### config.mk
export PLATFORM = sky130hd
export DESIGN_NAME = noise_gate_envelope_flat
export DESIGN_NICKNAME = d
export VERILOG_FILES = /design/src/hw/rtl/nge_pkg.sv /design/src/hw/rtl/nge_if.sv /design/src/hw/rtl/nge_cfg_regs.sv /design/src/hw/rtl/nge_mul.sv /design/src/hw/rtl/noise_gate_envelope.sv /design/src/flat_wrapper.sv
export SDC_FILE = /design/constraint.sdc
export NUM_CORES = 2
export LEC_CHECK = 0
export BUFFER_PORTS_ARGS = -buffer_cell sky130_fd_sc_hd__buf_2
export CORE_MARGIN = 5
export CORE_UTILIZATION = 30
export DETAILED_ROUTE_END_ITERATION = 6
export GPL_TIMING_DRIVEN = 0
export SETUP_SLACK_MARGIN = 0.3
export SYNTH_ARGS = -nofsm -noshare
export SYNTH_HDL_FRONTEND = slang
export SYNTH_SLANG_ARGS = --single-unit
### constraint.sdc
create_clock -name clk -period 22.1 [get_ports clk]
set_clock_uncertainty 0.2 [all_clocks]
set_input_delay 4.42 -clock clk [delete_from_list [all_inputs] [get_ports clk]]
set_output_delay 4.42 -clock clk [all_outputs]
set_load 0.02 [all_outputs]
### src/hw/rtl/nge_pkg.sv
package nge_pkg;

  localparam int SAMPLE_BITS_DEF = 24;
  localparam int COEFF_BITS_DEF  = 16;

  localparam int REG_IDX_W = 2;

  typedef enum logic [REG_IDX_W-1:0] {
    REG_ATTACK    = 2'd0,
    REG_RELEASE   = 2'd1,
    REG_THRESHOLD = 2'd2,
    REG_FLOOR     = 2'd3
  } reg_idx_t;

  localparam logic [31:0] ATTACK_RESET    = 32'd64856;
  localparam logic [31:0] RELEASE_RESET   = 32'd65519;
  localparam logic [31:0] THRESHOLD_RESET = 32'd839;
  localparam logic [31:0] FLOOR_RESET     = 32'd7;

endpackage

### src/hw/rtl/nge_if.sv
interface nge_in_if #(
  parameter int SAMPLE_BITS = 24
);
  logic                          valid;
  logic                          ready;
  logic signed [SAMPLE_BITS-1:0] sample_in;

  modport source (output valid, output sample_in, input ready);
  modport sink   (input valid, input sample_in, output ready);
endinterface

interface nge_out_if #(
  parameter int SAMPLE_BITS = 24
);
  logic                          valid;
  logic                          ready;
  logic signed [SAMPLE_BITS-1:0] sample_out;

  modport source (output valid, output sample_out, input ready);
  modport sink   (input valid, input sample_out, output ready);
endinterface

interface nge_cfg_if #(
  parameter int IDX_W  = 2,
  parameter int DATA_W = 24
);
  logic              valid;
  logic              ready;
  logic [IDX_W-1:0]  reg_index;
  logic [DATA_W-1:0] wdata;

  modport source (output valid, output reg_index, output wdata, input ready);
  modport sink   (input valid, input reg_index, input wdata, output ready);
endinterface

### src/hw/rtl/nge_cfg_regs.sv
module nge_cfg_regs import nge_pkg::*; #(
  parameter int SAMPLE_BITS = SAMPLE_BITS_DEF,
  parameter int COEFF_BITS  = COEFF_BITS_DEF
) (
  input  logic                   clk,
  input  logic                   rst_n,
  nge_cfg_if.sink                cfg_chan,
  output logic [COEFF_BITS-1:0]  attack_coeff,
  output logic [COEFF_BITS-1:0]  release_coeff,
  output logic [SAMPLE_BITS-1:0] threshold_level,
  output logic [COEFF_BITS:0]    floor_gain
);

  logic [COEFF_BITS-1:0]  attack_r;
  logic [COEFF_BITS-1:0]  release_r;
  logic [SAMPLE_BITS-1:0] thresh_r;
  logic [COEFF_BITS:0]    floor_r;
  logic                   wr_en;
  reg_idx_t               wr_idx;

  assign cfg_chan.ready = 1'b1;
  assign wr_en  = cfg_chan.valid && cfg_chan.ready;
  assign wr_idx = reg_idx_t'(cfg_chan.reg_index);

  always_ff @(posedge clk) begin
    if (!rst_n) begin
      attack_r  <= COEFF_BITS'(ATTACK_RESET);
      release_r <= COEFF_BITS'(RELEASE_RESET);
      thresh_r  <= SAMPLE_BITS'(THRESHOLD_RESET);
      floor_r   <= (COEFF_BITS+1)'(FLOOR_RESET);
    end else if (wr_en) begin
      unique case (wr_idx)
        REG_ATTACK:    attack_r  <= cfg_chan.wdata[COEFF_BITS-1:0];
        REG_RELEASE:   release_r <= cfg_chan.wdata[COEFF_BITS-1:0];
        REG_THRESHOLD: thresh_r  <= cfg_chan.wdata[SAMPLE_BITS-1:0];
        REG_FLOOR:     floor_r   <= cfg_chan.wdata[COEFF_BITS:0];
        default: ;
      endcase
    end
  end

  assign attack_coeff    = attack_r;
  assign release_coeff   = release_r;
  assign threshold_level = thresh_r;
  assign floor_gain      = floor_r;

endmodule

### src/hw/rtl/nge_mul.sv
module nge_mul #(
  parameter int A_W = 26,
  parameter int B_W = 17,
  parameter int P_W = A_W + B_W + 1
) (
  input  logic                  clk,
  input  logic                  en,
  input  logic signed [A_W-1:0] a,
  input  logic        [B_W-1:0] b,
  output logic signed [P_W-1:0] p
);

  logic signed [P_W-1:0] a_ext;
  logic signed [P_W-1:0] b_ext;
  logic signed [P_W-1:0] prod_r;

  assign a_ext = P_W'(a);
  assign b_ext = $signed(P_W'(b));

  always_ff @(posedge clk) begin
    if (en) begin
      prod_r <= a_ext * b_ext;
    end
  end

  assign p = prod_r;

endmodule

### src/hw/rtl/noise_gate_envelope.sv
// Channel   Dir  Payload                     Transfer when
// in_chan   in   sample_in (S bits, signed)  valid && ready
// out_chan  out  sample_out (S bits, signed) valid && ready
// cfg_chan  in   reg_index, wdata            valid && ready, ready always high
//
// A sample is accepted in the idle state and then passes through six steps that share a
// single multiplier (envelope multiply and update, gain multiply and update, output
// multiply and rounding with saturation).
// The finished result waits in an output register; the last step holds while it is full.
// Reset is synchronous and active low; it restores the register defaults,
// clears the envelope and sets the gate gain to unity.
module noise_gate_envelope import nge_pkg::*; #(
  parameter int SAMPLE_BITS = SAMPLE_BITS_DEF,
  parameter int COEFF_BITS  = COEFF_BITS_DEF
) (
  input  logic      clk,
  input  logic      rst_n,
  nge_in_if.sink    in_chan,
  nge_out_if.source out_chan,
  nge_cfg_if.sink   cfg_chan
);

  localparam int A_W = (SAMPLE_BITS + 1 > COEFF_BITS + 2) ? SAMPLE_BITS + 1 : COEFF_BITS + 2;
  localparam int B_W = COEFF_BITS + 1;
  localparam int P_W = A_W + B_W + 1;
  localparam logic [P_W-1:0]         HALF  = P_W'(1) << (COEFF_BITS - 1);
  localparam logic [COEFF_BITS:0]    UNITY = (COEFF_BITS+1)'(1) << COEFF_BITS;
  localparam logic [SAMPLE_BITS-1:0] MAXV  = {1'b0, {(SAMPLE_BITS-1){1'b1}}};

  typedef enum logic [2:0] {
    ST_IDLE,
    ST_ENV_MUL,
    ST_ENV_UPD,
    ST_GAIN_MUL,
    ST_GAIN_UPD,
    ST_OUT_MUL,
    ST_OUT_SAT
  } state_t;

  logic [COEFF_BITS-1:0]  attack_coeff;
  logic [COEFF_BITS-1:0]  release_coeff;
  logic [SAMPLE_BITS-1:0] threshold_level;
  logic [COEFF_BITS:0]    floor_gain;

  state_t                 state_r, state_nxt;
  logic [SAMPLE_BITS-1:0] mag_r, mag_nxt;
  logic                   neg_r, neg_nxt;
  logic [SAMPLE_BITS-1:0] env_r, env_nxt;
  logic [COEFF_BITS:0]    gain_r, gain_nxt;
  logic [COEFF_BITS:0]    target_r, target_nxt;
  logic                   out_valid_r, out_valid_nxt;
  logic [SAMPLE_BITS-1:0] out_data_r, out_data_nxt;

  logic                   in_xfer;
  logic                   out_xfer;
  logic [SAMPLE_BITS-1:0] raw;
  logic [COEFF_BITS:0]    floor_lin;
  logic [COEFF_BITS:0]    target_c;
  logic signed [SAMPLE_BITS:0]  env_diff;
  logic signed [COEFF_BITS+1:0] gain_diff;
  logic [COEFF_BITS-1:0]  env_coeff;
  logic [COEFF_BITS-1:0]  gain_coeff;
  logic                   mul_en;
  logic signed [A_W-1:0]  mul_a;
  logic [B_W-1:0]         mul_b;
  logic signed [P_W-1:0]  mul_p;
  logic signed [P_W-1:0]  rsum;
  logic signed [P_W-1:0]  env_upd;
  logic signed [P_W-1:0]  gain_upd;
  logic [SAMPLE_BITS-1:0] rmag;

  nge_cfg_regs #(
    .SAMPLE_BITS(SAMPLE_BITS),
    .COEFF_BITS (COEFF_BITS)
  ) u_cfg_regs (
    .clk            (clk),
    .rst_n          (rst_n),
    .cfg_chan       (cfg_chan),
    .attack_coeff   (attack_coeff),
    .release_coeff  (release_coeff),
    .threshold_level(threshold_level),
    .floor_gain     (floor_gain)
  );

  nge_mul #(
    .A_W(A_W),
    .B_W(B_W),
    .P_W(P_W)
  ) u_mul (
    .clk(clk),
    .en (mul_en),
    .a  (mul_a),
    .b  (mul_b),
    .p  (mul_p)
  );

  assign in_chan.ready       = (state_r == ST_IDLE);
  assign in_xfer             = in_chan.valid && (state_r == ST_IDLE);
  assign out_xfer            = out_valid_r && out_chan.ready;
  assign out_chan.valid      = out_valid_r;
  assign out_chan.sample_out = out_data_r;

  assign raw        = in_chan.sample_in;
  assign floor_lin  = (floor_gain > UNITY) ? UNITY : floor_gain;
  assign target_c   = (env_r >= threshold_level) ? UNITY : floor_lin;
  assign env_diff   = $signed({1'b0, env_r}) - $signed({1'b0, mag_r});
  assign gain_diff  = $signed({1'b0, gain_r}) - $signed({1'b0, target_c});
  assign env_coeff  = (mag_r > env_r) ? attack_coeff : release_coeff;
  assign gain_coeff = (target_c > gain_r) ? attack_coeff : release_coeff;

  assign rsum     = (mul_p + $signed(HALF)) >>> COEFF_BITS;
  assign env_upd  = rsum + $signed(P_W'(mag_r));
  assign gain_upd = rsum + $signed(P_W'(target_r));
  assign rmag     = rsum[SAMPLE_BITS-1:0];

  always_comb begin
    mul_en = 1'b0;
    case (state_r)
      ST_ENV_MUL: begin
        mul_en = 1'b1;
        mul_a  = A_W'(env_diff);
        mul_b  = {1'b0, env_coeff};
      end
      ST_GAIN_MUL: begin
        mul_en = 1'b1;
        mul_a  = A_W'(gain_diff);
        mul_b  = {1'b0, gain_coeff};
      end
      ST_OUT_MUL: begin
        mul_en = 1'b1;
        mul_a  = A_W'($signed({1'b0, mag_r}));
        mul_b  = gain_r;
      end
      default: begin
        mul_a = A_W'($signed({1'b0, mag_r}));
        mul_b = gain_r;
      end
    endcase
  end

  always_comb begin
    state_nxt     = state_r;
    mag_nxt       = mag_r;
    neg_nxt       = neg_r;
    env_nxt       = env_r;
    gain_nxt      = gain_r;
    target_nxt    = target_r;
    out_valid_nxt = out_valid_r && !out_xfer;
    out_data_nxt  = out_data_r;
    unique case (state_r)
      ST_IDLE: begin
        if (in_xfer) begin
          neg_nxt   = raw[SAMPLE_BITS-1];
          mag_nxt   = raw[SAMPLE_BITS-1] ? SAMPLE_BITS'(-raw) : raw;
          state_nxt = ST_ENV_MUL;
        end
      end
      ST_ENV_MUL: state_nxt = ST_ENV_UPD;
      ST_ENV_UPD: begin
        env_nxt   = env_upd[SAMPLE_BITS-1:0];
        state_nxt = ST_GAIN_MUL;
      end
      ST_GAIN_MUL: begin
        target_nxt = target_c;
        state_nxt  = ST_GAIN_UPD;
      end
      ST_GAIN_UPD: begin
        gain_nxt  = gain_upd[COEFF_BITS:0];
        state_nxt = ST_OUT_MUL;
      end
      ST_OUT_MUL: state_nxt = ST_OUT_SAT;
      ST_OUT_SAT: begin
        if (!out_valid_r || out_xfer) begin
          out_valid_nxt = 1'b1;
          if (neg_r) begin
            out_data_nxt = SAMPLE_BITS'(-rmag);
          end else if (rmag[SAMPLE_BITS-1]) begin
            out_data_nxt = MAXV;
          end else begin
            out_data_nxt = rmag;
          end
          state_nxt = ST_IDLE;
        end
      end
      default: state_nxt = ST_IDLE;
    endcase
  end

  always_ff @(posedge clk) begin
    if (!rst_n) begin
      state_r     <= ST_IDLE;
      env_r       <= '0;
      gain_r      <= UNITY;
      out_valid_r <= 1'b0;
    end else begin
      state_r     <= state_nxt;
      env_r       <= env_nxt;
      gain_r      <= gain_nxt;
      out_valid_r <= out_valid_nxt;
    end
    mag_r      <= mag_nxt;
    neg_r      <= neg_nxt;
    target_r   <= target_nxt;
    out_data_r <= out_data_nxt;
  end

endmodule

### src/flat_wrapper.sv
// flat-port wrapper written by rule: the top's interface ports become plain ports
module noise_gate_envelope_flat import nge_pkg::*;
#(
  parameter int SAMPLE_BITS = SAMPLE_BITS_DEF,
  parameter int COEFF_BITS  = COEFF_BITS_DEF
)
  (clk, rst_n, in_chan_valid, in_chan_sample_in, in_chan_ready, out_chan_valid, out_chan_sample_out, out_chan_ready, cfg_chan_valid, cfg_chan_reg_index, cfg_chan_wdata, cfg_chan_ready);
  nge_in_if #(.SAMPLE_BITS(SAMPLE_BITS)) in_chan_i ();
  nge_out_if #(.SAMPLE_BITS(SAMPLE_BITS)) out_chan_i ();
  nge_cfg_if cfg_chan_i ();
  input  logic clk;
  input  logic rst_n;
  input wire logic [$bits(in_chan_i.valid)-1:0] in_chan_valid;
  input wire logic [$bits(in_chan_i.sample_in)-1:0] in_chan_sample_in;
  output wire logic [$bits(in_chan_i.ready)-1:0] in_chan_ready;
  output wire logic [$bits(out_chan_i.valid)-1:0] out_chan_valid;
  output wire logic [$bits(out_chan_i.sample_out)-1:0] out_chan_sample_out;
  input wire logic [$bits(out_chan_i.ready)-1:0] out_chan_ready;
  input wire logic [$bits(cfg_chan_i.valid)-1:0] cfg_chan_valid;
  input wire logic [$bits(cfg_chan_i.reg_index)-1:0] cfg_chan_reg_index;
  input wire logic [$bits(cfg_chan_i.wdata)-1:0] cfg_chan_wdata;
  output wire logic [$bits(cfg_chan_i.ready)-1:0] cfg_chan_ready;
  assign in_chan_i.valid = in_chan_valid;
  assign in_chan_i.sample_in = in_chan_sample_in;
  assign in_chan_ready = in_chan_i.ready;
  assign out_chan_valid = out_chan_i.valid;
  assign out_chan_sample_out = out_chan_i.sample_out;
  assign out_chan_i.ready = out_chan_ready;
  assign cfg_chan_i.valid = cfg_chan_valid;
  assign cfg_chan_i.reg_index = cfg_chan_reg_index;
  assign cfg_chan_i.wdata = cfg_chan_wdata;
  assign cfg_chan_ready = cfg_chan_i.ready;
  noise_gate_envelope #(.SAMPLE_BITS(SAMPLE_BITS), .COEFF_BITS(COEFF_BITS)) u_core (.clk(clk), .rst_n(rst_n), .in_chan(in_chan_i), .out_chan(out_chan_i), .cfg_chan(cfg_chan_i));
endmodule
[Yosys cells after proc, flatten, opt, wreduce, memory -nomap -nowiden]
Cells that the tools add are included.
Word-level totals
  bits in registers: 224
  input bits: 55
  output and inout bits: 27
  word-level logic and storage cells: 68
Operators by class
  $add $sub $neg: 7
  multiply operators: 1
  $lt $le $gt $ge: 4
  equality and inequality tests: 11
  multiplexer cells: 15
  reductions and logical operators: 16
Operators by type and width (number)
  case mux 25 bit (2 select lines): 1
  negator 24 bit: 2
  2-to-1 mux 23 bit: 2
  adder 40 x 17 -> 40 bit, second input constant: 1
  multiplier 25 x 18 -> 40 bit: 1
  2-to-1 mux 17 bit: 2
  case mux 17 bit (2 select lines): 1
  2-to-1 mux 16 bit: 2
  subtractor 24 x 24 -> 25 bit: 1
  adder 24 bit: 1
  greater-or-equal comparator 24 bit: 1
  > comparator 24 bit: 1
  2-to-1 mux 24 bit: 1
  case mux 3 bit (7 select lines): 1
  subtractor 17 x 17 -> 18 bit: 1
  adder 17 bit: 1
  > comparator 17 bit: 1
  > comparator 17 bit, second input constant: 1
  AND reduction 2 bit: 7
  equality test 3 bit, second input constant: 3
  equality test 3 x 2 -> 1 bit, second input constant: 2
  2-to-1 mux 3 bit: 2
  equality test 2 bit, second input constant: 2
  inequality test 2 x 1 -> 1 bit, second input constant: 2
  9 further kinds: 14

[Longest topological paths before layout]
  depth after elaboration: 7
  gate-level depth with buffers: 48
  gate-level depth less buffers: 47

[Hierarchy]
Synthesis repeated with hierarchy kept, for this count alone.
Unflattened totals
  cell total of the unflattened synthesis: 3436
  area, all modules: 30787.0 µm²
Modules (own cells, without submodules)
  nge_mul: times used 1, cells each 1786, area an instance 16702.3 µm², seq. area each 1291.2 µm²
  noise_gate_envelope: times used 1, cells each 1358, area an instance 11138.2 µm², seq. area each 2882.8 µm²
  nge_cfg_regs: times used 1, cells each 292, area an instance 2946.6 µm², seq. area each 1461.4 µm²

[Worst setup path before layout]
Ideal clock, no wire load.
  kind: reg-to-reg
  start point: register u_core.env_r[0]
  end point: register u_core.u_mul.prod_r[39], in the netlist u_core.u_mul.p[39] (data pin)
  setup time: 0.259 ns
  arrival: 10.719 ns
  required time: 21.641 ns
  slack: 10.922 ns
  cell stages (with the launch flop): 44
  path buffers: 1
  clock period less this slack: 11.178 ns
  cells stage by stage: dfxtp_1 inv_1 ha_1 nand2b_1 a21o_1 a21o_1 a21o_1 a21o_1 a2111oi_0 o31a_1 o21ai_0 a21o_1 a2111oi_0 ha_1 nand2b_1 a21oi_1 o41ai_1 o211ai_1 [... 8 more ...] fa_1 inv_1 fa_1 fa_1 inv_1 fa_1 inv_1 ha_1 and4_1 nand4_1 a2111oi_0 o31ai_1 a211oi_1 o21ai_0 a21oi_1 a21o_1 a21oi_1 xnor2_1
Between the ends
  longest elaborated chain between the ends: 6
  elaborated cells on any way between the ends: 11
  classes of those cells: 2 x add/sub; 1 x mul; 3 x order compare; 5 x mux
Ends and longest elaborated chain
  start: declaration: RTL line noise_gate_envelope.sv:48  | logic [SAMPLE_BITS-1:0] env_r, env_nxt;
  start signal: assignment: RTL line noise_gate_envelope.sv:197  | env_r <= env_nxt;
  greater-or-equal comparator 24 bit *: RTL line noise_gate_envelope.sv:105  | assign target_c = (env_r >= threshold_level) ? UNITY : floor_lin;
  2-to-1 mux 17 bit *: RTL line noise_gate_envelope.sv:105
  named net u_core.target_c[0]: RTL line noise_gate_envelope.sv:58  | logic [COEFF_BITS:0] target_c;
  > comparator 17 bit: RTL line noise_gate_envelope.sv:109  | assign gain_coeff = (target_c > gain_r) ? attack_coeff : release_coeff;
  2-to-1 mux 16 bit: RTL line noise_gate_envelope.sv:109
  case mux 17 bit (2 select lines): RTL line noise_gate_envelope.sv:118  | case (state_r)
  multiplier 25 x 18 -> 40 bit *: RTL line nge_mul.sv:22  | prod_r <= a_ext * b_ext;
  end signal: assignment: RTL line nge_mul.sv:22
  end: declaration: RTL line nge_mul.sv:15  | logic signed [P_W-1:0] prod_r;
The timed path passes the listed nets; every way through them passes the cells marked *.
A chain may end at the register's enable or synchronous reset.

[Final worst setup path]
  start point: register u_core.env_r[0]
  end point: register u_core.u_mul.prod_r[39], in the netlist u_core.u_mul.p[39] (data pin)
Between the ends
  longest elaborated chain between the ends: 6
  elaborated cells on any way between the ends: 11
  classes of those cells: 2 x add/sub; 1 x mul; 3 x order compare; 5 x mux
Ends and longest elaborated chain (RTL line)
  greater-or-equal comparator 24 bit: noise_gate_envelope.sv:105
  2-to-1 mux 17 bit: noise_gate_envelope.sv:105
  > comparator 17 bit: noise_gate_envelope.sv:109
  2-to-1 mux 16 bit: noise_gate_envelope.sv:109
  case mux 17 bit (2 select lines): noise_gate_envelope.sv:118
  multiplier 25 x 18 -> 40 bit *: nge_mul.sv:22
Mark *: on every way between the ends. The rest lies on a longest branch, timed or not.

==> results.md <==
* Avg Cell Area, Syn at 8.68 sq um
* H-tree depth at 1
* Clk_lat worst skew at 540 ps
* Unique masters post-synth at 75
* Count leader, synth: inv_1
* CTS Buf Count at 22
* Vias in the first global route at 22700
* Period minus WS final at 15510 ps
* YS warnings at 0
* MaxCap Viol Count at 2
* Mapped cell area at 28200 sq um
* Final Util at 33.2%
* DP HPWL at 81200 um
* CP Max Fanout at 10
* Ys async rst share at 0%
* Hold Buf Count CTS at 0
* Die W at 317 um
* Register area share after synthesis at 18.1%
* Fin crit share at 70.2%
* Share of cells above drive strength 1 at 4.50%
* RSZ-0062 raised after global routing: false
* Top delay family on crit path: compound AO/OA/AOI/OAI gates
* DRT iter0 DRCs at 2076
* Initial antenna violation count at 12
* Initial Util at 30.2%
* Post-synthesis register bit count at 209
* Final ANT Viol Nets at 0
* HP Start: u_core.u_cfg_regs.threshold_level[15]$_SDFFE_PN0P_
* Postcts setup bufs at 0
* Final Hold Fails at 0
* Synth top cells by count: 555 x inv_1, 447 x nand2_1, 398 x fa_1
* 1st-pass router iterations at 6
* Req. time, crit path at 22130 ps
* Grt total ovfl at 0
* GRT Util Overall at 19.0%
* WP data arrival at 15540 ps
* Critical path capture point type: flop
* Num rows at 112
* Worst Reg-to-Reg Cells at 48
* Busiest grt layer: met2
* Hold path depth at 2
* Total DRC errors in the routed layout at 0
* Met2 Use GR at 29.3%
* Die height at 317 um
* Critical path startpoint category: flop
* Max Root-Sink Buffers at 3
* Nets at 4015
* Vias per Instance at 5.08
* Post-synth top flop: dfxtp_1
* Share of the synthesized area in the top cell type at 28.3%
* Worst slew margin at -5.59%
* Synthesized instance count at 3249
* Buffer and inverter count on the worst path at 9
* Final Max Tran Viols at 20
* Largest net degree at the start of global routing at 26
* Placer Congestion at 0.997
* Wire per inst at 20.9 um
* Hold EP: u_core.u_cfg_regs.threshold_level[15]$_SDFFE_PN0P_
* Io pins at 82
* Fmax at 0.0645 GHz
* Number of synthesized flops with an enable pin at 91
* Met3 usage at 4.33%
* Total number of vias at 23500
* Area contributors post-synth: fa_1 28%, edfxtp_1 9.7%, ha_1 9.0%, dfxtp_1 8.4%, inv_1 7.4%
* Post-Route WL at 96800 um
* CP Class: reg2reg
* Port Buf Inserts at 78
* GRT met1 Usage at 26.3%
* Reg2Reg Capture Point: u_core.u_mul.p[39]$_DFFE_PP_
* FF-to-FF setup slack at 6590 ps
* Outcome: finished, violations left
* Root buffer cell: clkbuf_16
* Measured slew at the worst slew-check pin at 1570 ps
* Dominant cell type by area after synthesis: fa_1
* Post_cts resized at 0
* Post-synthesis net count at 3904
* TritonCTS clock tree: built
* Final setup viols at 0
* Largest stage delay, worst path at 970 ps
* Worst hold path type: reg2reg
* FF-to-FF Start: u_core.env_r[0]$_SDFFE_PN0P_
* Clock transition at the registers of the reported paths at 70 ps
* Slowest cell on crit path: a21oi_1
* Full die area at 100000 sq um
* First-pass GRT wire length at 144000 um
* Core area at 93300 sq um
* Violated checks: capacitance limit, slew limit
* Setup TNS at 0 ps
* Total clock sinks at 209
* Layout area overhead at 9.83%
==> worst max path at each step <==
| stage | from | end | depth (start not counted) |
|---|---|---|---|
| 2_1_floorplan | u_core.env_r[0]$_SDFFE_PN0P_ | u_core.u_mul.p[39]$_DFFE_PP_ | 43 |
| 3_3_place_gp | u_core.env_r[0]$_SDFFE_PN0P_ | u_core.u_mul.p[39]$_DFFE_PP_ | 47 |
| 3_5_place_dp | u_core.env_r[0]$_SDFFE_PN0P_ | u_core.u_mul.p[39]$_DFFE_PP_ | 48 |
| 4_1_cts | u_core.env_r[0]$_SDFFE_PN0P_ | u_core.u_mul.p[39]$_DFFE_PP_ | 48 |
| 5_1_grt | u_core.env_r[0]$_SDFFE_PN0P_ | u_core.u_mul.p[39]$_DFFE_PP_ | 48 |
| 6_report | u_core.env_r[0]$_SDFFE_PN0P_ | u_core.u_mul.p[39]$_DFFE_PP_ | 48 |
==> layer usage <==
| layer | part of all wire, % | vias to the layer above |
|---|---|---|
| li1 | - | 10700 |
| met1 | 42 | 11600 |
| met2 | 43 | 1033 |
| met3 | 9.9 | 211 |
| met4 | 4.6 | 14 |
| met5 | 0.11 | - |
==> cell type report <==
type                    instances  area [sq um]
repair buffers                 87           465
plain buffers                 137           522
flip-flops and latches        209          5090
inverters                     555          2080
clock inverters                12           106
diodes                          4          10.0
well taps                    1254          1570
multi-input cells            2348         20500
clock buffers                  28           614
fillers                      9889         62400
==> cell families (layout without fill, tap and decap cells) <==
kind of cell             count (synthesis)  after routing  share of synthesized area (%)
AO/OA/AOI/OAI                          540            540                           12.7
XOR/XNOR                               170            170                           5.28
adder cells (fa/ha/maj)                600            600                           37.2
buffers and inverters                  692            819                           9.24
flip-flops                             209            209                           18.1
multiplexers                            17             17                          0.608
other                                    1              5                         0.0133
AND/OR/NAND/NOR                       1020           1020                           16.9
==> placed cells by master, fill, tap and decap left out, types with 82 or more instances in the layout <==
cell type and count:
ha_1 202, inv_1 555, edfxtp_1 91, fa_1 398, dfxtp_1 118, nand2_1 447, xnor2_1 113, a21oi_1 119
clkbuf_1 131, nor2_1 163, buf_2 82, o21ai_0 111
==> metrics by stage <==
stage | setup slack [ps] | hold slack [ps] | instances | instance area (sq um)
final | 6590 | 264 | 4634 | 31000
after global routing | 6180 | 282 | 4631 | 31000
after CTS | 6840 | 267 | 4630 | 31000
after detailed placement | 6920 | 256 | 4590 | 30200
after global placement | 4810 | 250 | 4581 | 30200
after floorplan | 10920 | 234 | 3249 | 28200
==> flip-flops by register name, indices dropped and copies added, names as in the netlist <==
signal                             count
u_core.u_cfg_regs.floor_gain          17
u_core.mag_r                          24
u_core.u_mul.p                        25
u_core.target_r                       17
u_core.env_r                          24
u_core.state_r                         3
u_core.u_cfg_regs.release_coeff       16
u_core.out_chan.valid                  1
u_core.gain_r                         17
u_core.u_cfg_regs.attack_coeff        16
u_core.out_chan.sample_out            24
u_core.u_cfg_regs.threshold_level     24
u_core.neg_r                           1
==> worst min-delay path, stage by stage (launching register included) <==
cell and delay [ps]:
dfxtp_1 310, nand2_1 50, a21boi_0 60
Power is left out: the tool's default activity adds up to more than one toggle a clock period on the data nets, which glitch-free logic cannot reach.
